==> src/hdl/lsse_pkg.sv <==
// shared constants and codes for the led strip spi symbol encoder
package lsse_pkg;

  localparam int GRB_W    = 24;
  localparam int CMD_W    = 3;
  localparam int STATUS_W = 2;
  localparam int CFG_IDX_W = 2;
  localparam int CFG_DATA_W = 11;
  localparam int LEN_W    = 11;
  localparam int SYM_CFG_W = 3;

  // command codes
  localparam logic [CMD_W-1:0] CMD_WRITE   = 3'd0;
  localparam logic [CMD_W-1:0] CMD_FILL    = 3'd1;
  localparam logic [CMD_W-1:0] CMD_START   = 3'd2;
  localparam logic [CMD_W-1:0] CMD_STOP    = 3'd3;
  localparam logic [CMD_W-1:0] CMD_DRAINED = 3'd4;

  // status codes
  localparam logic [STATUS_W-1:0] STAT_ACCEPTED = 2'd0;
  localparam logic [STATUS_W-1:0] STAT_ZERO_LEN = 2'd1;
  localparam logic [STATUS_W-1:0] STAT_BUSY     = 2'd2;
  localparam logic [STATUS_W-1:0] STAT_DONE     = 2'd3;

  // result kinds
  localparam logic KIND_BYTE   = 1'b0;
  localparam logic KIND_STATUS = 1'b1;

  // configuration register indexes
  localparam logic [CFG_IDX_W-1:0] REG_STRIP_LEN = 2'd0;
  localparam logic [CFG_IDX_W-1:0] REG_ONE_SYM   = 2'd1;
  localparam logic [CFG_IDX_W-1:0] REG_ZERO_SYM  = 2'd2;

  // reset symbol patterns
  localparam logic [SYM_CFG_W-1:0] ONE_SYM_RST  = 3'b110;
  localparam logic [SYM_CFG_W-1:0] ZERO_SYM_RST = 3'b100;

endpackage

==> src/hdl/lsse_byte_enc.sv <==
// maps a grb pixel to spi symbols and picks one packed byte of the stream
module lsse_byte_enc #(
  parameter int SYMBOL_BITS = 3
) (
  input  logic [lsse_pkg::GRB_W-1:0]       grb_i,
  input  logic [lsse_pkg::SYM_CFG_W-1:0]   one_sym_i,
  input  logic [lsse_pkg::SYM_CFG_W-1:0]   zero_sym_i,
  input  logic [$clog2(3*SYMBOL_BITS)-1:0] byte_idx_i,
  output logic [7:0]                       byte_o
);
  import lsse_pkg::*;

  localparam int SW = GRB_W * SYMBOL_BITS;
  localparam int KW = $clog2(3 * SYMBOL_BITS);

  logic [SYMBOL_BITS+SYM_CFG_W-1:0] one_ext, zero_ext;
  logic [SYMBOL_BITS-1:0]           one_sym, zero_sym;
  logic [SW-1:0]                    stream;
  logic [SW-1:0]                    shifted;
  logic [KW+2:0]                    shamt;

  assign one_ext  = {{SYMBOL_BITS{1'b0}}, one_sym_i};
  assign zero_ext = {{SYMBOL_BITS{1'b0}}, zero_sym_i};
  assign one_sym  = one_ext[SYMBOL_BITS-1:0];
  assign zero_sym = zero_ext[SYMBOL_BITS-1:0];

  // first colour bit (msb of g) becomes the top symbol of the stream
  for (genvar j = 0; j < GRB_W; j++) begin : g_sym
    assign stream[SW-1-j*SYMBOL_BITS -: SYMBOL_BITS] =
        grb_i[GRB_W-1-j] ? one_sym : zero_sym;
  end

  assign shamt   = {byte_idx_i, 3'b000};
  assign shifted = stream << shamt;
  assign byte_o  = shifted[SW-1 -: 8];

endmodule

==> config.mk <==
export PLATFORM = sky130hd
export DESIGN_NAME = lsse_byte_enc
export DESIGN_NICKNAME = d
export VERILOG_FILES = /design/src/hdl/lsse_pkg.sv /design/src/hdl/lsse_byte_enc.sv
export SDC_FILE = /design/constraint.sdc
export NUM_CORES = 1
export LEC_CHECK = 0
export BUFFER_PORTS_ARGS = -buffer_cell sky130_fd_sc_hd__buf_2
export CAP_MARGIN = 25
export CORE_MARGIN = 2
export CORE_UTILIZATION = 35
export DETAILED_ROUTE_END_ITERATION = 6
export PLACE_DENSITY_LB_ADDON = 0.15
export SYNTH_ARGS = -nofsm -noshare
export SYNTH_HDL_FRONTEND = slang
export SYNTH_SLANG_ARGS = --single-unit
==> constraint.sdc <==
create_clock -name vclk -period 1.3
set_clock_uncertainty 0.05 [all_clocks]
set_input_delay 0.13 -clock vclk [all_inputs]
set_output_delay 0.13 -clock vclk [all_outputs]
set_load 0.02 [all_outputs]
==> impl_metrics.toml <==
[timing]
period_minus_slack_ns = 1.63
hold_viol_final = 0
worst_pin_slew_ns = 0.349
clock.fmax_ghz = 0.615
finalSetupViolations = 8
setup_slack_ns = -0.327
slew_violations = 0
slew_headroom_pct = 76.6
rsz0062_at_grt = "true"
min_period_over_period_pct = 125

[hold_path]
min_path_cells = 4
worstHoldPathType = "input pin to output pin"

[cells_and_area]
diodes = 0
nNetsFinal = 282
nFlopsAndLatches = 0
drive_gt1_share_pct = 48.4
clock_buffers = 0
register_area_sq_um = 0
final_area_sq_um = 2130
area_delta_synth_final_pct = 58.0
fin_util_pct = 57.8
final_cells = 294

[power]
powerDensity_nw_per_um2 = 372
switching_share_pct = 50.3
peakVddDrop_mv = 0.179
leakage_nw = 1.04
p_seq_share_pct = 0
intPower_mw = 0.394
p_comb_share_pct = 100.0
finalPower_mw = 0.792
power_switching_mw = 0.398
p_clk_share_pct = 0

[logic_synthesis]
yosysTopAreaCellShare_pct = 47.5
ys_seq_area_share_pct = 0
yosysTopAreaCell = "mux2i_1"
syn_nets = 209
synthMostInstantiatedCell = "mux2i_1"
synth_area_leaders = "mux2i_1 47%, a22oi_1 10%, o211ai_1 6.1%, mux4_2 5.0%, buf_2 4.5%"
syn_area_sq_um = 1350
syn_area_per_cell_sq_um = 7.71
synthTopCellsByCount = "64 x mux2i_1, 18 x a22oi_1, 12 x buf_2, 11 x o211ai_1, 7 x a21oi_1"
ys_types = 26
ys_warn_count = 0
syn_inst = 175

[grt]
grt_start_max_net_pins = 20
grt_overflow_total = 0
met2_usage_pct = 44.3
track_usage_pct = 25.4
top_usage_layer = "met2"
grt_util_met3_pct = 1.70
antenna_found_initial = 0
grt_pass1_vias = 1776
grt_pass1_wl_um = 8700
met1_usage_pct = 33.0

[place]
placed_cell_area_sq_um = 1880
dpl.hpwl_um = 4070
gp_congestion = 0.885
io_buffer_count = 42
post-place-ws_ns = -0.488
place_inst = 287

[setup_path]
crit_start = "grb_i[9]"
crit_fanout = 2
path_class = "input pin to output pin"
cp_data_arrival_time_ns = 1.45
crit_required_ns = 1.12
startpoint_type = "input pin"
endpoint_kind = "output pin"
crit_end = "byte_o[5]"

[drt]
drtIter0Drc = 83
finalWirelength_um = 5380
drcViolationCount = 0
ant_nets = 0
wl_per_cell_um = 18.3
viasPerCell = 6.02
drt-pass1-iter-count = 4
vias = 1771

[floorplan]
initial_utilization_pct = 36.6
rows = 22
die-area_sq_um = 4370
core-area_sq_um = 3690
die_w_um = 66.1
die_y_um = 66.1
ios = 42

[run_status]
status = "finished, violations left"
failed_checks = "setup timing"

[flow_run]
cap_violations = 0

[clocking]
holdBufCountCts = 0
## cells in the final DEF (no fill, tap or decap), drive strengths merged, types with 2 or more instances in the layout
| master | instances |
|---|---|
| a21oi | 7 |
| a22oi | 18 |
| and2 | 2 |
| buf | 89 |
| inv | 6 |
| mux2i | 64 |
| mux4 | 3 |
| nand2 | 5 |
| nand3 | 6 |
| nor2 | 3 |
| nor2b | 6 |
| nor3 | 6 |
| o211ai | 11 |
| o221ai | 2 |
| o22ai | 4 |
| or2 | 5 |
| or3 | 3 |
## worst min-delay path by stage
stage | startpoint | slack (ns) | end
floorplan | byte_idx_i[3] | 0.43 | byte_o[1]
detailed placement | grb_i[0] | 0.73 | byte_o[2]
global placement | grb_i[0] | 0.72 | byte_o[2]
finish | grb_i[0] | 0.71 | byte_o[2]
global route | grb_i[0] | 0.76 | byte_o[1]
CTS | grb_i[0] | 0.72 | byte_o[2]
## per-stage QoR
step | hold slack (ns) | TNS, ns
floorplan | 0.426 | -0.456
global placement | 0.723 | -2.60
detailed placement | 0.732 | -3.37
CTS | 0.720 | -1.81
global route | 0.760 | -2.39
finish | 0.714 | -1.88
## power by group through the flow
stage	logic [mW]	clock network (mW)	registers, mW
3_3_place_gp	0.669	0	0
5_1_grt	0.845	0	0
3_5_place_dp	0.678	0	0
4_1_cts	0.747	0	0
6_report	0.792	0	0
2_1_floorplan	0.406	0	0
## worst max-delay path: stages
cell and delay [ns]:
buf_6 0.09, mux2i_1 0.12, mux4_2 0.48, or3_4 0.35, o211ai_1 0.10, buf_4 0.17
## cell families (layout without fill, tap and decap cells)
family	Yosys count	in the layout	synth area share [%]
buf+inv	26	95	8.90
mux	67	67	52.5
simple gates	37	39	14.8
compound gates	45	45	23.7
## layer usage
metal / share of wire, % / wire length, um
met1: 42 / 2240
met2: 48 / 2590
met3: 6.9 / 371
met4: 3.2 / 174
met5: 0 / 0
## final cells by class
cell class | count | area [sq um]
well taps | 48 | 60.1
fillers | 354 | 1560
inverters | 6 | 22.5
multi-input cells | 151 | 1390
repair buffers | 89 | 658
## what timing repair did
action,in CTS,in global routing
cloned,2,0
setup buffers,3,2
endpoints found under the setup margin,8,8
pin swaps,11,10
resized for setup,39,17
(Power assumes the default switching activity.)
